===== config.mk =====
export PLATFORM = sky130hd
export DESIGN_NAME = websocket_frame_decoder_flat
export DESIGN_NICKNAME = d
export VERILOG_FILES = /design/src/rtl/core/wfd_pkg.sv /design/src/rtl/core/wfd_byte_if.sv /design/src/rtl/core/wfd_result_if.sv /design/src/rtl/core/wfd_parser.sv /design/src/rtl/core/wfd_queue.sv /design/src/rtl/core/wfd_emitter.sv /design/src/rtl/core/websocket_frame_decoder.sv /design/src/flat_wrapper.sv
export SDC_FILE = /design/constraint.sdc
export NUM_CORES = 1
export LEC_CHECK = 0
export ABC_AREA = 1
export BUFFER_PORTS_ARGS = -buffer_cell sky130_fd_sc_hd__buf_2
export CAP_MARGIN = 20
export CELL_PAD_IN_SITES_DETAIL_PLACEMENT = 0
export CELL_PAD_IN_SITES_GLOBAL_PLACEMENT = 2
export CORE_UTILIZATION = 41
export CTS_CLUSTER_DIAMETER = 150
export DETAILED_ROUTE_END_ITERATION = 6
export PLACE_DENSITY = 0.82
export SYNTH_ARGS = -nofsm -noshare
export SYNTH_HDL_FRONTEND = slang
export SYNTH_SLANG_ARGS = --single-unit

===== constraint.sdc =====
create_clock -name clk_i -period 5.43 [get_ports clk_i]
set_input_delay 0.2715 -clock clk_i [delete_from_list [all_inputs] [get_ports clk_i]]
set_output_delay 0.2715 -clock clk_i [all_outputs]
set_load 0.02 [all_outputs]

===== src/rtl/core/wfd_pkg.sv =====
// Shared types and constants for the WebSocket frame decoder.
package wfd_pkg;

  localparam int unsigned QUEUE_DEPTH = 4;

  // Opcode nibble values of interest
  localparam logic [3:0] OP_TEXT  = 4'h1;
  localparam logic [3:0] OP_CLOSE = 4'h8;
  localparam logic [3:0] OP_PING  = 4'h9;
  localparam logic [3:0] OP_PONG  = 4'hA;

  // 7-bit length escapes
  localparam logic [6:0] LEN_EXT16 = 7'd126;
  localparam logic [6:0] LEN_EXT64 = 7'd127;

  typedef enum logic [2:0] {
    PH_HDR0    = 3'd0,
    PH_HDR1    = 3'd1,
    PH_EXTLEN  = 3'd2,
    PH_KEY     = 3'd3,
    PH_PAYLOAD = 3'd4,
    PH_DONE    = 3'd5,
    PH_SKIP    = 3'd6
  } phase_e;

  typedef enum logic [1:0] {
    CL_TEXT  = 2'd0,
    CL_PING  = 2'd1,
    CL_CLOSE = 2'd2,
    CL_OTHER = 2'd3
  } opclass_e;

  typedef enum logic [2:0] {
    ST_TEXT_OK  = 3'd0,
    ST_PING_OK  = 3'd1,
    ST_CLOSE    = 3'd2,
    ST_BAD_OP   = 3'd3,
    ST_SHORT    = 3'd4,
    ST_BAD_UTF8 = 3'd5
  } status_e;

  typedef enum logic {
    KIND_PAYLOAD = 1'b0,
    KIND_STATUS  = 1'b1
  } kind_e;

  // One queue entry: an optional payload byte followed by an optional status
  typedef struct packed {
    logic       has_payload;
    logic [7:0] payload_byte;
    logic       has_status;
    status_e    status;
  } wfd_cmd_t;

endpackage


===== src/rtl/core/wfd_byte_if.sv =====
// Input channel: one received buffer byte per word.
interface wfd_byte_if;
  logic       valid;
  logic       ready;
  logic [7:0] rx_byte;
  logic       buffer_end;

  modport source (output valid, output rx_byte, output buffer_end, input ready);
  modport sink   (input valid, input rx_byte, input buffer_end, output ready);
endinterface


===== src/rtl/core/wfd_result_if.sv =====
// Output channel: payload bytes and end-of-frame status words.
interface wfd_result_if;
  logic       valid;
  logic       ready;
  logic       item_kind;
  logic [7:0] payload_byte;
  logic [2:0] frame_status;
  logic       run_last;

  modport source (output valid, output item_kind, output payload_byte,
                  output frame_status, output run_last, input ready);
  modport sink   (input valid, input item_kind, input payload_byte,
                  input frame_status, input run_last, output ready);
endinterface


===== src/rtl/core/wfd_parser.sv =====
// Front end: header parse, unmasking and UTF-8 check, one byte per cycle while the queue has room.
module wfd_parser
  import wfd_pkg::*;
(
  input  logic        clk_i,
  input  logic        rst_ni,
  wfd_byte_if.sink    rx_i,
  input  logic        queue_full_i,
  output logic        push_o,
  output wfd_cmd_t    cmd_o
);

  phase_e      phase_q, phase_d;
  opclass_e    opcls_q, opcls_d;
  logic        mask_q, mask_d;
  logic [2:0]  hcnt_q, hcnt_d;
  logic [63:0] rem_q, rem_d;
  logic [31:0] key_q, key_d;
  logic [1:0]  midx_q, midx_d;
  logic [1:0]  upend_q, upend_d;
  logic        uerr_q, uerr_d;

  logic        accept;
  logic [7:0]  b;
  logic [7:0]  v;
  logic [7:0]  key_byte;
  logic [6:0]  len7;
  logic        emit_pay;
  status_e     status;

  assign rx_i.ready = !queue_full_i;
  assign accept     = rx_i.valid && rx_i.ready;
  assign b          = rx_i.rx_byte;
  assign len7       = b[6:0];

  always_comb begin
    case (midx_q)
      2'd0:    key_byte = key_q[31:24];
      2'd1:    key_byte = key_q[23:16];
      2'd2:    key_byte = key_q[15:8];
      default: key_byte = key_q[7:0];
    endcase
  end

  always_comb begin
    phase_d  = phase_q;
    opcls_d  = opcls_q;
    mask_d   = mask_q;
    hcnt_d   = hcnt_q;
    rem_d    = rem_q;
    key_d    = key_q;
    midx_d   = midx_q;
    upend_d  = upend_q;
    uerr_d   = uerr_q;
    v        = b;
    emit_pay = 1'b0;
    status   = ST_SHORT;

    if (accept) begin
      case (phase_q)
        PH_HDR1: begin
          if (opcls_q != CL_TEXT) begin
            phase_d = PH_SKIP;
          end else begin
            mask_d = b[7];
            if (len7 == LEN_EXT16) begin
              rem_d   = '0;
              hcnt_d  = 3'd1;
              phase_d = PH_EXTLEN;
            end else if (len7 == LEN_EXT64) begin
              rem_d   = '0;
              hcnt_d  = 3'd7;
              phase_d = PH_EXTLEN;
            end else begin
              rem_d = 64'(len7);
              if (b[7]) begin
                hcnt_d  = 3'd3;
                phase_d = PH_KEY;
              end else begin
                phase_d = (len7 == 7'd0) ? PH_DONE : PH_PAYLOAD;
              end
            end
          end
        end
        PH_EXTLEN: begin
          rem_d = {rem_q[55:0], b};
          if (hcnt_q == 3'd0) begin
            if (mask_q) begin
              hcnt_d  = 3'd3;
              phase_d = PH_KEY;
            end else begin
              phase_d = (rem_d == 64'd0) ? PH_DONE : PH_PAYLOAD;
            end
          end else begin
            hcnt_d = hcnt_q - 3'd1;
          end
        end
        PH_KEY: begin
          key_d = {key_q[23:0], b};
          if (hcnt_q == 3'd0) begin
            midx_d  = 2'd0;
            phase_d = (rem_q == 64'd0) ? PH_DONE : PH_PAYLOAD;
          end else begin
            hcnt_d = hcnt_q - 3'd1;
          end
        end
        PH_PAYLOAD: begin
          if (mask_q) begin
            v      = b ^ key_byte;
            midx_d = midx_q + 2'd1;
          end
          // lead/continuation check; error is sticky
          if (!uerr_q) begin
            if (upend_q == 2'd0) begin
              if (v[7:5] == 3'b110) upend_d = 2'd1;
              else if (v[7:4] == 4'b1110) upend_d = 2'd2;
              else if (v[7:3] == 5'b11110) upend_d = 2'd3;
              else if (v[7]) uerr_d = 1'b1;
            end else begin
              if (v[7:6] != 2'b10) uerr_d = 1'b1;
              else upend_d = upend_q - 2'd1;
            end
          end
          emit_pay = 1'b1;
          rem_d    = rem_q - 64'd1;
          if (rem_q == 64'd1) phase_d = PH_DONE;
        end
        PH_DONE, PH_SKIP: begin
        end
        default: begin
          case (b[3:0])
            OP_TEXT:          opcls_d = CL_TEXT;
            OP_PING, OP_PONG: opcls_d = CL_PING;
            OP_CLOSE:         opcls_d = CL_CLOSE;
            default:          opcls_d = CL_OTHER;
          endcase
          phase_d = PH_HDR1;
        end
      endcase

      if (phase_d == PH_SKIP) begin
        status = status_e'({1'b0, opcls_d});
      end else if (phase_d == PH_DONE) begin
        status = (uerr_d || upend_d != 2'd0) ? ST_BAD_UTF8 : ST_TEXT_OK;
      end

      // buffer end: back to the idle header state
      if (rx_i.buffer_end) begin
        phase_d = PH_HDR0;
        opcls_d = CL_TEXT;
        mask_d  = 1'b0;
        hcnt_d  = '0;
        rem_d   = '0;
        key_d   = '0;
        midx_d  = '0;
        upend_d = '0;
        uerr_d  = 1'b0;
      end
    end
  end

  assign push_o              = accept && (emit_pay || rx_i.buffer_end);
  assign cmd_o.has_payload   = emit_pay;
  assign cmd_o.payload_byte  = v;
  assign cmd_o.has_status    = rx_i.buffer_end;
  assign cmd_o.status        = status;

  always_ff @(posedge clk_i or negedge rst_ni) begin
    if (!rst_ni) begin
      phase_q <= PH_HDR0;
      opcls_q <= CL_TEXT;
      mask_q  <= 1'b0;
      hcnt_q  <= '0;
      rem_q   <= '0;
      key_q   <= '0;
      midx_q  <= '0;
      upend_q <= '0;
      uerr_q  <= 1'b0;
    end else begin
      phase_q <= phase_d;
      opcls_q <= opcls_d;
      mask_q  <= mask_d;
      hcnt_q  <= hcnt_d;
      rem_q   <= rem_d;
      key_q   <= key_d;
      midx_q  <= midx_d;
      upend_q <= upend_d;
      uerr_q  <= uerr_d;
    end
  end

  a_key_needs_mask : assert property (@(posedge clk_i) disable iff (!rst_ni)
    phase_q == PH_KEY |-> mask_q)
    else $error("mask key phase without mask bit");

  a_payload_nonzero : assert property (@(posedge clk_i) disable iff (!rst_ni)
    phase_q == PH_PAYLOAD |-> rem_q != 64'd0)
    else $error("payload phase with zero remaining length");

  a_end_clears : assert property (@(posedge clk_i) disable iff (!rst_ni)
    accept && rx_i.buffer_end |=> phase_q == PH_HDR0 && !uerr_q && upend_q == 2'd0)
    else $error("state not cleared after buffer end");

endmodule


===== src/rtl/core/wfd_queue.sv =====
// Short command queue between the parser and the result emitter.
module wfd_queue
  import wfd_pkg::*;
#(
  parameter int unsigned Depth = QUEUE_DEPTH
) (
  input  logic     clk_i,
  input  logic     rst_ni,
  input  logic     push_i,
  input  wfd_cmd_t data_i,
  output logic     full_o,
  input  logic     pop_i,
  output wfd_cmd_t data_o,
  output logic     valid_o
);

  localparam int unsigned PtrW = (Depth > 1) ? $clog2(Depth) : 1;
  localparam int unsigned CntW = $clog2(Depth + 1);

  wfd_cmd_t        mem_q [Depth];
  logic [PtrW-1:0] wr_ptr_q, wr_ptr_d;
  logic [PtrW-1:0] rd_ptr_q, rd_ptr_d;
  logic [CntW-1:0] cnt_q, cnt_d;

  assign full_o  = (cnt_q == CntW'(Depth));
  assign valid_o = (cnt_q != '0);
  assign data_o  = mem_q[rd_ptr_q];

  always_comb begin
    wr_ptr_d = wr_ptr_q;
    rd_ptr_d = rd_ptr_q;
    if (push_i) begin
      wr_ptr_d = (wr_ptr_q == PtrW'(Depth - 1)) ? '0 : wr_ptr_q + 1'b1;
    end
    if (pop_i) begin
      rd_ptr_d = (rd_ptr_q == PtrW'(Depth - 1)) ? '0 : rd_ptr_q + 1'b1;
    end
    case ({push_i, pop_i})
      2'b10:   cnt_d = cnt_q + 1'b1;
      2'b01:   cnt_d = cnt_q - 1'b1;
      default: cnt_d = cnt_q;
    endcase
  end

  always_ff @(posedge clk_i) begin
    if (push_i) begin
      mem_q[wr_ptr_q] <= data_i;
    end
  end

  always_ff @(posedge clk_i or negedge rst_ni) begin
    if (!rst_ni) begin
      wr_ptr_q <= '0;
      rd_ptr_q <= '0;
      cnt_q    <= '0;
    end else begin
      wr_ptr_q <= wr_ptr_d;
      rd_ptr_q <= rd_ptr_d;
      cnt_q    <= cnt_d;
    end
  end

  a_no_overflow : assert property (@(posedge clk_i) disable iff (!rst_ni)
    push_i |-> !full_o)
    else $error("push into full queue");

  a_no_underflow : assert property (@(posedge clk_i) disable iff (!rst_ni)
    pop_i |-> valid_o)
    else $error("pop from empty queue");

endmodule


===== src/rtl/core/wfd_emitter.sv =====
// Back end: turns queue commands into result words through an output register.
module wfd_emitter
  import wfd_pkg::*;
(
  input  logic        clk_i,
  input  logic        rst_ni,
  input  logic        cmd_valid_i,
  input  wfd_cmd_t    cmd_i,
  output logic        pop_o,
  wfd_result_if.source res_o
);

  logic       out_valid_q, out_valid_d;
  kind_e      kind_q, kind_d;
  logic [7:0] byte_q, byte_d;
  status_e    stat_q, stat_d;
  logic       last_q, last_d;
  // status still owed after a payload word of the same command
  logic       pend_q, pend_d;
  status_e    pend_stat_q, pend_stat_d;

  logic       load;

  assign load = !out_valid_q || res_o.ready;

  always_comb begin
    out_valid_d = out_valid_q;
    kind_d      = kind_q;
    byte_d      = byte_q;
    stat_d      = stat_q;
    last_d      = last_q;
    pend_d      = pend_q;
    pend_stat_d = pend_stat_q;
    pop_o       = 1'b0;

    if (load) begin
      out_valid_d = 1'b0;
      if (pend_q) begin
        out_valid_d = 1'b1;
        kind_d      = KIND_STATUS;
        byte_d      = '0;
        stat_d      = pend_stat_q;
        last_d      = 1'b1;
        pend_d      = 1'b0;
      end else if (cmd_valid_i) begin
        pop_o       = 1'b1;
        out_valid_d = 1'b1;
        if (cmd_i.has_payload) begin
          kind_d      = KIND_PAYLOAD;
          byte_d      = cmd_i.payload_byte;
          stat_d      = ST_TEXT_OK;
          last_d      = 1'b0;
          pend_d      = cmd_i.has_status;
          pend_stat_d = cmd_i.status;
        end else begin
          kind_d = KIND_STATUS;
          byte_d = '0;
          stat_d = cmd_i.status;
          last_d = 1'b1;
        end
      end
    end
  end

  always_ff @(posedge clk_i or negedge rst_ni) begin
    if (!rst_ni) begin
      out_valid_q <= 1'b0;
      pend_q      <= 1'b0;
    end else begin
      out_valid_q <= out_valid_d;
      pend_q      <= pend_d;
    end
  end

  always_ff @(posedge clk_i) begin
    kind_q      <= kind_d;
    byte_q      <= byte_d;
    stat_q      <= stat_d;
    last_q      <= last_d;
    pend_stat_q <= pend_stat_d;
  end

  assign res_o.valid        = out_valid_q;
  assign res_o.item_kind    = kind_q;
  assign res_o.payload_byte = byte_q;
  assign res_o.frame_status = stat_q;
  assign res_o.run_last     = last_q;

  a_pend_behind_payload : assert property (@(posedge clk_i) disable iff (!rst_ni)
    pend_q |-> out_valid_q && kind_q == KIND_PAYLOAD)
    else $error("owed status without a payload word ahead of it");

  a_last_on_status : assert property (@(posedge clk_i) disable iff (!rst_ni)
    out_valid_q |-> (last_q == (kind_q == KIND_STATUS)))
    else $error("run_last does not match word kind");

endmodule


===== src/rtl/core/websocket_frame_decoder.sv =====
// Decodes one frame per buffer: takes one byte per cycle while the command queue has
// room and, with no output stall, returns one word per cycle; each word passes through
// the command queue and then the output register. Text payload bytes come out unmasked
// as they arrive; the buffer's final byte gives a status word, so a final byte that is
// also payload yields a payload word and then a status word. The parser keeps taking
// bytes while the command queue (QueueDepth entries) has room, so input keeps flowing
// through a short output stall; the queue depth sets how long. Payload words precede
// the status, and a consumer drops them unless the status is text ok.
module websocket_frame_decoder
  import wfd_pkg::*;
#(
  parameter int unsigned QueueDepth = QUEUE_DEPTH
) (
  input  logic         clk_i,
  input  logic         rst_ni,
  wfd_byte_if.sink     rx_i,
  wfd_result_if.source res_o
);

  logic     push;
  logic     full;
  wfd_cmd_t push_cmd;
  logic     pop;
  logic     head_valid;
  wfd_cmd_t head_cmd;

  wfd_parser u_parser (
    .clk_i        (clk_i),
    .rst_ni       (rst_ni),
    .rx_i         (rx_i),
    .queue_full_i (full),
    .push_o       (push),
    .cmd_o        (push_cmd)
  );

  wfd_queue #(
    .Depth (QueueDepth)
  ) u_queue (
    .clk_i   (clk_i),
    .rst_ni  (rst_ni),
    .push_i  (push),
    .data_i  (push_cmd),
    .full_o  (full),
    .pop_i   (pop),
    .data_o  (head_cmd),
    .valid_o (head_valid)
  );

  wfd_emitter u_emitter (
    .clk_i       (clk_i),
    .rst_ni      (rst_ni),
    .cmd_valid_i (head_valid),
    .cmd_i       (head_cmd),
    .pop_o       (pop),
    .res_o       (res_o)
  );

endmodule

===== src/flat_wrapper.sv =====
// flat-port wrapper written by rule: the top's interface ports become plain ports
module websocket_frame_decoder_flat import wfd_pkg::*;
#(
  parameter int unsigned QueueDepth = QUEUE_DEPTH
)
  (clk_i, rst_ni, rx_i_valid, rx_i_rx_byte, rx_i_buffer_end, rx_i_ready, res_o_valid, res_o_item_kind, res_o_payload_byte, res_o_frame_status, res_o_run_last, res_o_ready);
  wfd_byte_if rx_i_i ();
  wfd_result_if res_o_i ();
  input  logic clk_i;
  input  logic rst_ni;
  input wire logic [$bits(rx_i_i.valid)-1:0] rx_i_valid;
  input wire logic [$bits(rx_i_i.rx_byte)-1:0] rx_i_rx_byte;
  input wire logic [$bits(rx_i_i.buffer_end)-1:0] rx_i_buffer_end;
  output wire logic [$bits(rx_i_i.ready)-1:0] rx_i_ready;
  output wire logic [$bits(res_o_i.valid)-1:0] res_o_valid;
  output wire logic [$bits(res_o_i.item_kind)-1:0] res_o_item_kind;
  output wire logic [$bits(res_o_i.payload_byte)-1:0] res_o_payload_byte;
  output wire logic [$bits(res_o_i.frame_status)-1:0] res_o_frame_status;
  output wire logic [$bits(res_o_i.run_last)-1:0] res_o_run_last;
  input wire logic [$bits(res_o_i.ready)-1:0] res_o_ready;
  assign rx_i_i.valid = rx_i_valid;
  assign rx_i_i.rx_byte = rx_i_rx_byte;
  assign rx_i_i.buffer_end = rx_i_buffer_end;
  assign rx_i_ready = rx_i_i.ready;
  assign res_o_valid = res_o_i.valid;
  assign res_o_item_kind = res_o_i.item_kind;
  assign res_o_payload_byte = res_o_i.payload_byte;
  assign res_o_frame_status = res_o_i.frame_status;
  assign res_o_run_last = res_o_i.run_last;
  assign res_o_i.ready = res_o_ready;
  websocket_frame_decoder #(.QueueDepth(QueueDepth)) u_core (.clk_i(clk_i), .rst_ni(rst_ni), .rx_i(rx_i_i), .res_o(res_o_i));
endmodule

### Word level (Yosys, flattened, before mapping)

Memory sizes are Yosys's and may differ from the RTL's.
Cells that the tools add are included.

| operators by class | value |
|---|---|
| muxes and demuxes | 90 |
| bitwise logic cells | 2 |
| reduce and logical (&&, ||, !) cells | 33 |
| $add $sub $neg | 8 |
| equal/unequal tests | 33 |

Operators with widths:

| operator | count |
|---|---|
| 64-bit case mux with 3 select lines | 1 |
| 64-bit logical NOT | 2 |
| 64-bit two-way mux | 2 |
| 3-bit two-way mux | 25 |
| 64-bit by 1-bit == test with 1-bit output (second input constant) | 1 |
| 32-bit two-way mux | 2 |
| 64-bit by 1-bit subtractor with 64-bit output (second input constant) | 1 |
| 8-bit two-way mux | 7 |
| 2-bit two-way mux | 16 |
| 1-bit two-way mux | 29 |
| 8-bit case mux with 3 select lines | 1 |
| 3-bit == test (second input constant) | 7 |
| 4-bit == test (second input constant) | 4 |
| 3-bit case mux with 5 select lines | 1 |
| 7-bit == test (second input constant) | 2 |
| 7-bit two-way mux | 2 |
| 3-bit inequality test (second input constant) | 4 |
| 2-bit nonzero test | 6 |
| 3-bit case mux with 3 select lines | 1 |
| 2-bit == test (second input constant) | 4 |
| 4-bit AND reduction | 2 |
| 4-bit nonzero test | 2 |
| 8-bit bitwise XOR | 1 |
| 7-bit logical NOT | 1 |
| other kinds (27) | 42 |

| storage, ports and cells | value |
|---|---|
| memories kept | 1 |
| output and inout port bits | 15 |
| logic and storage cells | 185 |
| register bits | 134 |
| memory bits (writable) | 52 |
| bits of input ports | 13 |

Memory list:

| memory | words | width | rd ports | clocked after memory_dff | write ports | line | source |
|---|---|---|---|---|---|---|---|
| u_core.u_queue.mem_q | 4 | 13 | 1 | 0 | 1 | wfd_queue.sv:20 | `wfd_cmd_t mem_q [Depth];` |

### Depth between registers and ports, before layout

Gate-level depths: netlist (run 1).

| logic depth | value |
|---|---|
| word-level depth | 20 |
| depth in mapped cells | 21 |
| mapped depth without buffers | 20 |

### By module

A second synthesis (run 1) with hierarchy kept.

| second synthesis, totals | value |
|---|---|
| cell total of the unflattened synthesis | 1468 |
| area, all modules | 11184.5 um^2 |

By module, submodules not included:

| module | sequential area each (um^2) | cells an instance | area each (um^2) | times used |
|---|---|---|---|---|
| wfd_parser | 2752.6 | 1177 | 7918.8 | 1 |
| wfd_queue | 1736.7 | 231 | 2573.7 | 1 |
| wfd_emitter | 500.5 | 60 | 691.9 | 1 |

### Least setup slack after synthesis (run 1)

OpenSTA, ideal clock, no wires.

| timing | value |
|---|---|
| path type | reg2reg |
| start | register u_core.u_queue.cnt_q[0] |
| end | register u_core.u_queue.cnt_q[2] |
| required time | 5306 ps |
| path buffers | 0 |
| setup time | 124 ps |
| path slack | 2805 ps |
| arrival time | 2501 ps |
| cell stages (with the launch flop) | 12 |
| clock period less this slack | 2625 ps |
| path through | dfrtp_1 inv_2 nand3_1 nand2_1 clkinv_1 o21ai_1 ha_1 inv_1 fa_1 a21oi_1 o21ai_0 xnor2_1 |

| between the ends | value |
|---|---|
| word-level cells in the longest chain between the ends | 8 |
| elaborated cells on any way between the ends | 16 |
| those cells by class | 2 x add/sub; 3 x eq/ne; 5 x mux; 6 x reduce/logical |

Ends and longest elaborated chain:

| item | line | source |
|---|---|---|
| from (decl) | wfd_queue.sv:23 | `logic [CntW-1:0] cnt_q, cnt_d;` |
| from (signal assigned) | wfd_queue.sv:59 | `cnt_q <= cnt_d;` |
| 3-bit == test (*) | wfd_queue.sv:25 | `assign full_o = (cnt_q == CntW'(Depth));` |
| 1-bit logical NOT (*) | wfd_parser.sv:31 | `assign rx_i.ready = !queue_full_i;` |
| named net rx_i_ready | flat_wrapper.sv:14 | `output wire logic [$bits(rx_i_i.ready)-1:0] rx_i_ready;` |
| 1-bit logical AND (*) | wfd_parser.sv:32 | `assign accept = rx_i.valid && rx_i.ready;` |
| 1-bit two-way mux | wfd_parser.sv:59 | `if (accept) begin` |
| 1-bit logical OR | wfd_parser.sv:162 | `assign push_o = accept && (emit_pay \|\| rx_i.buffer_end);` |
| 1-bit logical AND (*) | wfd_parser.sv:162 |  |
| 2-bit by 1-bit == test with 1-bit output or 2-bit == test (tied branches) | wfd_queue.sv:38 | `case ({push_i, pop_i})` |
| 3-bit case mux with 2 select lines or 2-bit nonzero test (tied branches) | - |  |

Mark *: on every way through the listed nets, which the timed path passes. The rest lies on a longest branch.
A chain may end at the register's enable or synchronous reset.

### Final worst setup path (run 1)

| timing | value |
|---|---|
| start | register u_core.u_parser.phase_q[1] |
| end | register u_core.u_parser.rem_q[12] |

| between the ends | value |
|---|---|
| word-level cells in the longest chain between the ends | 3 |
| elaborated cells on any way between the ends | 8 |
| those cells by class | 4 x eq/ne; 2 x mux; 2 x reduce/logical |

Ends and longest elaborated chain:

| item | line | source |
|---|---|---|
| from (decl) | wfd_parser.sv:13 | `phase_e phase_q, phase_d;` |
| from (signal assigned) | wfd_parser.sv:180 | `phase_q <= phase_d;` |
| 3-bit by 1-bit == test with 1-bit output (tied with other cells) | wfd_parser.sv:60 | `case (phase_q)` |
| 3-bit inequality test (no line) (tied with other cells) | - |  |
| 3-bit AND reduction (no line) or 64-bit two-way mux (tied branches) | - |  |
| to (signal assigned) | wfd_parser.sv:184 | `rem_q <= rem_d;` |
| to (decl) | wfd_parser.sv:17 | `logic [63:0] rem_q, rem_d;` |

Parallel ways exist; a longest one is shown, timed or not.

==> results of run 1 <==
[how the worst max path moves through the flow]
stage / startpoint / endpoint / slack [ps] / depth (start not counted)
after floorplan: u_core.u_queue.cnt_q[0]$_DFFE_PN0P_ / u_core.u_queue.cnt_q[2]$_DFFE_PN0P_ / 2810 / 11
after global routing: u_core.u_parser.phase_q[1]$_DFFE_PN0P_ / u_core.u_parser.rem_q[12]$_DFFE_PN0P_ / 1990 / 11
after CTS: u_core.u_parser.phase_q[1]$_DFFE_PN0P_ / u_core.u_parser.rem_q[1]$_DFFE_PN0P_ / 2270 / 11
after detailed placement: u_core.u_parser.phase_q[1]$_DFFE_PN0P_ / u_core.u_parser.rem_q[12]$_DFFE_PN0P_ / 2280 / 11
after global placement: u_core.u_parser.phase_q[1]$_DFFE_PN0P_ / u_core.u_parser.rem_q[4]$_DFFE_PN0P_ / 2400 / 11
final: u_core.u_parser.phase_q[1]$_DFFE_PN0P_ / u_core.u_parser.rem_q[12]$_DFFE_PN0P_ / 2270 / 11
[power groups by stage]
stage / logic, mW / clock network [mW] / registers, mW
after floorplan: 2.40 / 0 / 2.00
after global routing: 3.76 / 1.42 / 2.01
final: 3.33 / 1.34 / 1.97
after detailed placement: 3.35 / 0 / 2.00
after global placement: 3.33 / 0 / 2.00
after CTS: 3.36 / 1.37 / 1.97
[worst max-delay path, cell delays in order (launching register included)]
cell	delay [ps]
dfrtp_1	440
inv_2	100
nor2_4	170
inv_2	80
nor2_1	770
nor2_1	250
a21oi_4	240
inv_2	140
nor2_4	110
buf_4	380
inv_2	210
o22ai_1	180
[timing repair]
item                                   4_1_cts  5_1_grt
hold buffers                                 1        0
endpoints found under the hold margin       60        0
resized for setup                            0        0
setup endpoints to repair                    0        0
[placed cells by master, fill, tap and decap left out, types with 14 or more instances in the layout]
cell type / instances
nand2_1: 287
nor2_1: 200
o21ai_0: 87
o22ai_1: 79
nand4_1: 17
nor3_1: 24
clkbuf_16: 17
o21ai_1: 57
inv_1: 200
inv_2: 14
dfrtp_1: 119
buf_2: 26
edfxtp_1: 67
ha_1: 16
nand3_1: 59
a21oi_1: 46
[layer usage]
layer,global-route usage [%],vias up
met2,43.2,163
met4,5.64,0
met1,30.7,4394
met3,3.22,31
li1,-,4674
met5,0,-
[cell families after synthesis]
| logic type | Yosys count |
|---|---|
| AO/OA/AOI/OAI | 304 |
| XOR/XNOR | 13 |
| adder cells (fa/ha/maj) | 17 |
| buffers and inverters | 261 |
| flip-flops | 186 |
| AND/OR/NAND/NOR | 623 |
[registers in the layout, summed over array words and instances (netlist names), 2 cells and up]
register / count
u_core.u_parser.opcls_q: 2
u_core.u_parser.rem_q: 64
u_core.u_parser.key_q: 32
u_core.u_parser.phase_q: 3
u_core.u_emitter.res_o.payload_byte: 8
u_core.u_parser.upend_q: 2
u_core.u_queue.rd_ptr_q: 2
u_core.u_queue.mem_q: 52
u_core.u_queue.cnt_q: 3
u_core.u_parser.hcnt_q: 3
u_core.u_emitter.res_o.frame_status: 3
u_core.u_queue.wr_ptr_q: 2
u_core.u_parser.midx_q: 2
u_core.u_emitter.pend_stat_q: 3
[cell type report]
type                    instances  area, um^2
inverters                     215         807
well taps                     330         413
clock inverters                15         206
repair buffers                 41         269
fillers                      2642       13600
clock buffers                  17         425
flip-flops and latches        186        4990
multi-input cells             957        4740
[metrics by stage]
stage               std cells  setup WS [ps]  power, mW  hold WS [ps]  util (%)
floorplan                1404           2810       4.40         -24.1         -
global placement         1727           2400       5.33           312      44.0
detailed placement       1728           2280       5.35           317      44.1
CTS                      1761           2270       6.71          86.7      46.6
global route             1761           1990       7.19           114      46.6
finish                   1761           2270       6.64           106      46.6
==> summary.txt, run 1 <==
Yosys
  – Mux cell area share after synthesis: 0%
  – Yosys cell types: 46
  – Synth top area cells: dfrtp_1 (28%), edfxtp_1 (19%), nand2_1 (10%), inv_1 (7.0%), nor2_1 (7.0%)
  – Synth Area in Compound Gates: between 10% and 20%
  – Syn_area_per_cell: 7.63 um^2
  – Area share of the largest cell type after synthesis: between 20% and 30%
  – Register area share after synthesis: between 40% and 50%
  – Post-synth EDFFs: 67
  – Main synth FF type: dfrtp_1
  – Flops & latches, synth: approximately 190
  – Post-Syn Nets: approximately 1.4k
  – Adder-cell area share of the yosys netlist: approximately 2.1%
  – Cell with the most instances after synthesis: nand2_1
  – Syn Std Cell Area: roughly 11,000 um^2
  – Post-synth ARST share: 64.0%
  – Simple-gate share of the synthesized area: about a quarter
  – Synth area leader: dfrtp_1
  – Largest family of logic cells by synthesized area: simple AND/OR/NAND/NOR gates
  – XOR/XNOR share of the synthesized area: under 10%
  – Synth Warn #: 0
  – Syn Inst Count: between 1k and 1.5k
  – Commonest cells in the netlist: nand2_1 (287), inv_1 (200), nor2_1 (200)

STA
  – Final hold violation count: 0
  – Setup violations, final: 0
  – Fmax: 317 MHz
  – Crit path time final: 3160 ps
  – Slew HR: 31.8%
  – RSZ-0062 raised after global routing: no
  – Setup Skew: 17.1 ps
  – Slew @ Worst Pin: 1020 ps
  – Setup TNS: 0 ps
  – Max Slew Vio Count: 0
  – Final worst path period share: about three fifths

Finish
  – Design area: ~12,000 um^2
  – # nets final: 1,448
  – Antenna cells: 0
  – Share of layout cells above drive strength 1: under 10%
  – Area growth, synth to finish: 10.6%

Placement
  – I/O Buffers: 27
  – Placed instance area: 11,200 um^2
  – Placer congestion estimate: just over 0.8
  – DP HPWL: between 20,000 and 25,000 um

Clock tree
  – CTS Sinks: between 150 and 200
  – CTS clk-pin slew, worst paths: around 80 ps
  – Skew-Pair Late Insertion Delay: approximately 450 ps
  – CTS H-Tree Depth: 4
  – Max Root-Sink Buffers: 2
  – CTS tree: built
  – CTS Buf Count: 17
  – Setup bufs post-CTS: 0
  – Root Driver: clkbuf_16

Global routing
  – GRT overflow: 0
  – Total track usage: ~24%
  – First-pass GRT wire length: between 40,000 and 50,000 um
  – Largest net degree at the start of global routing: 62
  – Initial antenna violation count: 0
  – Vias in the first global route: between 9k and 10k

Route
  – Via density: around 5.3
  – Wl on met1: about 14,000 um
  – Initial drt markers: about 630
  – DRC Markers: 0
  – Drt wl/cell: between 15 and 20 um
  – Met2 WL: around 15,000 um
  – DRT Pass-1 Iters: 5
  – Antenna Nets Post-Route: 0
  – DR top layer: met4
  – Via count of the routed design: 9,262
  – Total routed wirelength: just over 30,000 um
  – Routed wl met3: slightly above 900 um

Floorplanning
  – Starting Density: 42.2%
  – Boundary Pins: 28
  – Die area: approximately 27,000 um^2
  – Core area: roughly 25,000 um^2
  – Die Y: about 160 um
  – Die X: ~160 um
  – Number of cell rows: 58

Power
  – Internal Power: between 3 and 4 mW
  – Clock power frac: roughly 20%
  – Worst vdd ir: around 0.22 mV
  – Net Sw Frac: approximately half
  – P per Cell Area: roughly 560 nW/um^2
  – Switch Pwr: roughly 3.3 mW
  – LEAKAGE: between 5 and 6 nW
  – Share of total power in combinational logic: 50.1%
  – Flop pwr share: between 20% and 30%

Worst setup path
  – Crit-path max FO: 33
  – Startpoint type of the worst setup path: flop
  – Reg-to-reg slack, setup: 2270 ps
  – CP arrival: roughly 3500 ps
  – Worst Path Required: between 5000 and 6000 ps
  – Crit Path Class: flop to flop
  – Reg2Reg Depth: 11
  – Reg2reg end: u_core.u_parser.rem_q[12]$_DFFE_PN0P_
  – CP endpoint kind: flop
  – Reg-to-reg startpoint: u_core.u_parser.phase_q[1]$_DFFE_PN0P_

Min path
  – Hold_sp: res_o_ready
  – Worst Hold Depth: 4
  – Hold EP: u_core.u_emitter.pend_q$_DFFE_PN0P_
  – Min-delay worst type: input port to flop

Flow run
  – # Max-Cap Violations: 0

Run status
  – Outcome: finished clean
Power figures use the tool's default switching activity.
==> run 2, diff against run 1 <==
--- a/config.mk
+++ b/config.mk
@@ -10,10 +10,10 @@
 export CAP_MARGIN = 20
 export CELL_PAD_IN_SITES_DETAIL_PLACEMENT = 0
 export CELL_PAD_IN_SITES_GLOBAL_PLACEMENT = 2
-export CORE_UTILIZATION = 41
+export CORE_UTILIZATION = 38
 export CTS_CLUSTER_DIAMETER = 150
 export DETAILED_ROUTE_END_ITERATION = 6
-export PLACE_DENSITY = 0.82
+export PLACE_DENSITY = 0.77
 export SYNTH_ARGS = -nofsm -noshare
 export SYNTH_HDL_FRONTEND = slang
 export SYNTH_SLANG_ARGS = --single-unit
==> constraint.sdc (replaced) <==
create_clock -name clk_i -period 3.3 [get_ports clk_i]
set_input_delay 0.165 -clock clk_i [delete_from_list [all_inputs] [get_ports clk_i]]
set_output_delay 0.165 -clock clk_i [all_outputs]
set_load 0.02 [all_outputs]
==> run 2 against run 1 <==
Effect of this change: sequential cell count is the same; non-clock buffer count grew 12; core utilization shrank 3.6 points; final cell count grew 3.4%; combinational power grew 67%; first-iteration DRC count grew 4.6%; critical path type unchanged; largest cell class unchanged.
==> summary.txt, run 2 (same netlist as run 1, synthesis figures left out) <==
Route
  – Via count of the routed design: 9,414
  – DRC Markers: 0
  – DRT Pass-1 Iters: 5
  – Initial drt markers: ~660
  – Drt wl/cell: about 17 um
  – Total routed wirelength: ~31,000 um
  – Via density: slightly above 5
  – Antenna Nets Post-Route: 0

STA
  – Crit path time final: 2740 ps
  – Slew HR: around half
  – RSZ-0062 raised after global routing: no
  – Fmax: ~370 MHz
  – Final hold violation count: 0
  – Setup TNS: 0 ps
  – Final worst path period share: 82.9%
  – Setup Skew: 12.5 ps
  – Max Slew Vio Count: 0
  – Slew @ Worst Pin: 726 ps
  – Final worst setup slack: around 560 ps
  – Setup violations, final: 0

Global routing
  – Vias in the first global route: ~9.2k
  – GRT overflow: 0
  – Initial antenna violation count: 0
  – Largest net degree at the start of global routing: 99
  – First-pass GRT wire length: 50,800 um
  – Total track usage: between 20% and 30%

Clock tree
  – CTS tree: built
  – Cts repair resizes: 0
  – CTS H-Tree Depth: 4
  – Max Root-Sink Buffers: 2
  – CTS Sinks: about 190
  – Root Driver: clkbuf_16
  – CTS Buf Count: 17
  – Skew-Pair Late Insertion Delay: roughly 450 ps
  – CTS clk-pin slew, worst paths: around 70 ps

Finish
  – Share of layout cells above drive strength 1: under 10%
  – Area growth, synth to finish: 11.6%
  – Most frequent cells in the layout: nand2_1 (287), inv_1 (200), nor2_1 (200)
  – Biggest register: u_core.u_parser.rem_q
  – # nets final: about 1.5k
  – Antenna cells: 0
  – Design area: 12,000 um^2
  – Biggest regs: u_core.u_parser.rem_q: 64 flops, u_core.u_queue.mem_q: 52 flops, u_core.u_parser.key_q: 32 flops
  – Register area: ~5000 um^2
  – Most common cell after layout, fill and taps aside: nand2_1
  – Multi-input gate area: around 4700 um^2
  – Max reg flops: between 60 and 70
  – Fillers: approximately 2.9k

Worst setup path
  – Crit-path max FO: 15
  – Worst Path Required: 3490 ps
  – Crit Path Class: flop to flop
  – CP arrival: about 2900 ps
  – CP endpoint kind: flop
  – Startpoint type of the worst setup path: flop
  – Reg-to-reg startpoint: u_core.u_parser.midx_q[0]$_DFFE_PN0P_
  – Critical Path Source: u_core.u_parser.midx_q[0]$_DFFE_PN0P_

Placement
  – Placer congestion estimate: between 0.8 and 0.9
  – Placed instance area: 11,300 um^2
  – Pre-CTS setup slack: between 500 and 600 ps
  – I/O Buffers: 27
  – DP HPWL: roughly 22,000 um

Flow run
  – # Max-Cap Violations: 0

Power
  – LEAKAGE: between 5 and 6 nW
  – Tot Pwr: roughly 11 mW
  – Worst vdd ir: 0.346 mV
  – P per Cell Area: approximately 910 nW/um^2

Floorplanning
  – Number of cell rows: 61
  – Die X: roughly 170 um
  – Core area: between 20,000 and 30,000 um^2
  – Die Y: approximately 170 um
  – Die area: roughly 29,000 um^2
  – Boundary Pins: 28
  – Starting Density: 38.6%

Min path
  – Hold_sp: rx_i_rx_byte[2]
  – Min-delay worst type: input port to flop

Run status
  – Outcome: finished clean
[run 2: per-layer routing]
metal | wire length (um) | vias to the layer above | share of wire, % | GRT usage [%]
li1 | - | 4715 | - | -
met1 | 14400 | 4535 | 46 | 29.4
met2 | 16000 | 147 | 51 | 40.8
met3 | 826 | 17 | 2.6 | 2.93
met4 | 220 | 0 | 0.70 | 3.96
met5 | 0 | - | 0 | 0
[run 2: worst max-delay path, cell delays in order, from the launching register on]
cell,delay (ps)
dfrtp_1,420
ha_1,620
inv_1,160
nand2_1,120
inv_1,40
nand2_1,90
nand3_1,70
nand2_1,80
nand2_1,50
nor2_1,190
nor2_1,60
nand3_1,70
nand2_1,50
nand2_1,50
nand2_1,60
nor2_1,130
nand3_1,90
nand2_1,60
inv_1,60
[run 2: cell type report]
| type | instances | share of cell area (%) |
|---|---|---|
| Timing Repair Buffer | 53 | 3.13 |
| Inverter | 215 | 6.75 |
| Sequential cell | 186 | 41.7 |
| Clock buffer | 18 | 3.59 |
| Tap cell | 378 | 3.95 |
| Multi-Input combinational cell | 957 | 39.6 |
| Clock inverter | 14 | 1.27 |
[run 2: timing repair]
item                                   CTS  global route
hold buffers                             2             0
endpoints found under the hold margin   98             0
setup endpoints to repair                0             0
buffers inserted                         0             0
[run 2: per-stage QoR]
stage	util (%)	hold slack, ps	std cells
5_1_grt	43.1	116	1821
4_1_cts	43.0	73.9	1820
6_report	43.1	92.8	1821
2_1_floorplan	-	-131	1404
3_3_place_gp	40.8	386	1786
3_5_place_dp	40.8	387	1786
[run 2: path summary, 6_finish.rpt]
check / to / slack, ps / cells past startpoint
min in group asynchronous: u_core.u_parser.rem_q[45]$_DFFE_PN0P_ / 100 / 2
worst min-delay path: u_core.u_parser.rem_q[2]$_DFFE_PN0P_ / 90 / 3
worst max register to register: u_core.u_queue.mem_q[2][2]$_DFFE_PP_ / 560 / 18
worst max-delay path: u_core.u_queue.mem_q[2][2]$_DFFE_PP_ / 560 / 18
max in group asynchronous: u_core.u_parser.key_q[21]$_DFFE_PN0P_ / 2170 / 4
worst min register to register: u_core.u_queue.cnt_q[2]$_DFFE_PN0P_ / 510 / 1
[run 2: where the power goes]
group / internal (mW) / total [mW] / switching, mW / leakage (nW)
Combinational: 1.67 / 5.57 / 3.90 / 2.91
Clock: 1.01 / 2.07 / 1.06 / 0.285
Sequential: 2.92 / 3.23 / 0.309 / 2.24
Total: 5.60 / 10.9 / 5.27 / 5.44
==> run 3, diff against run 2 <==
--- a/config.mk
+++ b/config.mk
@@ -10,10 +10,10 @@
 export CAP_MARGIN = 20
 export CELL_PAD_IN_SITES_DETAIL_PLACEMENT = 0
 export CELL_PAD_IN_SITES_GLOBAL_PLACEMENT = 2
-export CORE_UTILIZATION = 38
+export CORE_UTILIZATION = 34
 export CTS_CLUSTER_DIAMETER = 150
 export DETAILED_ROUTE_END_ITERATION = 6
-export PLACE_DENSITY = 0.77
+export PLACE_DENSITY = 0.72
 export SYNTH_ARGS = -nofsm -noshare
 export SYNTH_HDL_FRONTEND = slang
 export SYNTH_SLANG_ARGS = --single-unit
==> constraint.sdc (replaced) <==
create_clock -name clk_i -period 2.5 [get_ports clk_i]
set_input_delay 0.125 -clock clk_i [delete_from_list [all_inputs] [get_ports clk_i]]
set_output_delay 0.125 -clock clk_i [all_outputs]
set_load 0.02 [all_outputs]
==> run 3 against run 2 <==
Effect of this change: the run now ends with design-rule violations left; final cell count grew 4.2%; sequential power up 32%; first-iteration DRC count is 12% lower; critical path type unchanged; largest power group unchanged.
==> summary.txt, run 3 (same netlist as run 1, synthesis figures left out) <==
Run status
  – Outcome: finished, violations left
  – Failing checks: design-rule violations

Finish
  – Max reg flops: 64
  – Most frequent cells in the layout: nand2_1 (280), inv_1 (197), nor2_1 (187)
  – Design area: ~13,000 um^2
  – Util after Layout: 40.9%
  – Multi-input gate area: just under 5000 um^2
  – Antenna cells: 0
  – Most common cell after layout, fill and taps aside: nand2_1
  – Register area: about 5000 um^2
  – Biggest regs: u_core.u_parser.rem_q: 64 flops, u_core.u_queue.mem_q: 52 flops, u_core.u_parser.key_q: 32 flops
  – Area growth, synth to finish: 17.6%
  – Fillers: 3,224
  – Final Instance Count excl. Fillers: 1,898
  – # nets final: 1,519
  – Biggest register: u_core.u_parser.rem_q
  – Share of layout cells above drive strength 1: roughly 15%

Route
  – Total routed wirelength: 32,700 um
  – Via density: about 5.0
  – Antenna Nets Post-Route: 0
  – Drt wl/cell: 17.2 um
  – Via count of the routed design: about 9.5k
  – Initial drt markers: between 500 and 600
  – DRC Markers: 2
  – DRT Pass-1 Iters: 7

Floorplanning
  – Core area: between 30,000 and 40,000 um^2
  – Number of cell rows: 64
  – Boundary Pins: 28
  – Die area: between 30,000 and 40,000 um^2
  – Starting Density: 34.8%
  – Die X: about 180 um
  – Die Y: 180 um

STA
  – Max Slew Vio Count: 0
  – Slew @ Worst Pin: about 730 ps
  – Crit path time final: 2320 ps
  – Setup Skew: 11.6 ps
  – Setup violations, final: 0
  – Final worst path period share: just over 90%
  – Final hold violation count: 0
  – Fmax: around 430 MHz
  – Slew HR: 51.1%
  – WHS: about 46 ps

Placement
  – Placed instance area: between 10,000 and 15,000 um^2
  – Placer congestion estimate: 0.808
  – DP HPWL: roughly 24,000 um
  – I/O Buffers: 27
  – Post-Place Cells: about 1.9k

Power
  – Net Sw Frac: between 40% and 50%
  – LEAKAGE: between 5 and 6 nW
  – P per Cell Area: ~1200 nW/um^2
  – Switch Pwr: 7.21 mW
  – Flop pwr share: ~28%
  – Clock power frac: between 10% and 20%
  – Worst vdd ir: around 0.62 mV
  – Share of total power in combinational logic: ~54%
  – Internal Power: ~7.9 mW
  – Tot Pwr: between 15 and 20 mW

Worst setup path
  – Worst path slowest cell: dfrtp_1
  – CP endpoint kind: flop
  – Crit Path Class: flop to flop
  – Crit-path max FO: 6
  – Worst path max stage delay: between 400 and 500 ps
  – Top delay family on crit path: simple AND/OR/NAND/NOR gates
  – Worst path buffer plus inverter count: 1
  – Startpoint type of the worst setup path: flop
  – Most used cell, CP: nand2_1
  – CP arrival: 2670 ps
  – Critical Path, Cell by Cell: nor2_2 -> inv_1 -> nor2_1 -> nand4_1 -> nor2_2 -> nand2_2 -> nor2_4 -> nand2_2 -> nor2_4 -> nand3_1 -> nand2_1 -> o21ai_1 -> nand2_1 -> nand2_1
  – Worst Path Required: 2850 ps

Clock tree
  – Max Root-Sink Buffers: 2
  – CTS Buf Count: 17
  – CTS tree: built
  – Root Driver: clkbuf_16
  – CTS clk-pin slew, worst paths: approximately 80 ps
  – Skew-Pair Late Insertion Delay: approximately 460 ps
  – CTS H-Tree Depth: 4
  – CTS Sinks: 186

Global routing
  – GRT overflow: 0
  – Total track usage: a little over a fifth
  – Largest net degree at the start of global routing: 64
  – Initial antenna violation count: 0
  – First-pass GRT wire length: around 53,000 um
  – Vias in the first global route: 9,569

Flow run
  – # Max-Cap Violations: 0

Min path
  – Min-delay worst type: input port to flop
run 3: final cells by class:
cell class,instances,area share [%]
repair buffers,112,6.56
clock buffers,17,3.38
well taps,396,3.93
clock inverters,15,1.33
multi-input cells,957,38.7
inverters,215,6.43
flip-flops and latches,186,39.7
run 3: final timing paths:
| kind | from | endpoint | slack [ps] | cells after the start |
|---|---|---|---|---|
| max | u_core.u_parser.rem_q[3]$_DFFE_PN0P_ | u_core.u_parser.rem_q[53]$_DFFE_PN0P_ | 180 | 14 |
| min | rx_i_rx_byte[2] | u_core.u_parser.rem_q[2]$_DFFE_PN0P_ | 50 | 3 |
| max reg2reg | u_core.u_parser.rem_q[3]$_DFFE_PN0P_ | u_core.u_parser.rem_q[53]$_DFFE_PN0P_ | 180 | 14 |
| min reg2reg | u_core.u_queue.cnt_q[2]$_DFFE_PN0P_ | u_core.u_queue.cnt_q[2]$_DFFE_PN0P_ | 500 | 1 |
| max in group asynchronous | rst_ni | u_core.u_parser.rem_q[49]$_DFFE_PN0P_ | 1510 | 3 |
| min in group asynchronous | rst_ni | u_core.u_parser.key_q[24]$_DFFE_PN0P_ | 240 | 2 |
run 3: worst reg2reg max path, cell delays in order (launching register included):
cell,delay [ps]
dfrtp_1,480
nor2_2,170
inv_1,50
nor2_1,210
nand4_1,240
nor2_2,180
nand2_2,110
nor2_4,130
nand2_2,140
nor2_4,180
nand3_1,90
nand2_1,70
o21ai_1,60
nand2_1,60
nand2_1,40
run 3: timing repair:
action / 4_1_cts / 5_1_grt
hold buffers: 2 / 0
hold endpoints to repair: 63 / 0
setup buffers: 0 / 5
gates resized for setup: 0 / 47
endpoints found under the setup margin: 0 / 26
run 3: metrics by stage:
| step | setup TNS [ps] | setup slack (ps) |
|---|---|---|
| final | 0 | 177 |
| after global routing | -32.5 | -8.34 |
| after CTS | 0 | 8.81 |
| after detailed placement | 0 | 18.8 |
| after global placement | 0 | 64.0 |
| after floorplan | 0 | 7.10 |
run 3: power groups by stage:
stage / Sequential [mW] / Combinational (mW) / Clock (mW)
2_1_floorplan: 4.35 / 5.21 / 0
3_3_place_gp: 4.32 / 8.02 / 0
3_5_place_dp: 4.32 / 8.01 / 0
4_1_cts: 4.26 / 8.06 / 2.85
5_1_grt: 4.33 / 9.15 / 2.97
6_report: 4.26 / 8.10 / 2.77
run 3: per-layer routing:
layer,GRT usage (%),up-vias,part of all wire (%)
met2,36.8,144,49
met5,0,-,0
met1,27.3,4525,46
met3,3.69,28,3.1
li1,-,4826,-
met4,5.86,0,1.5
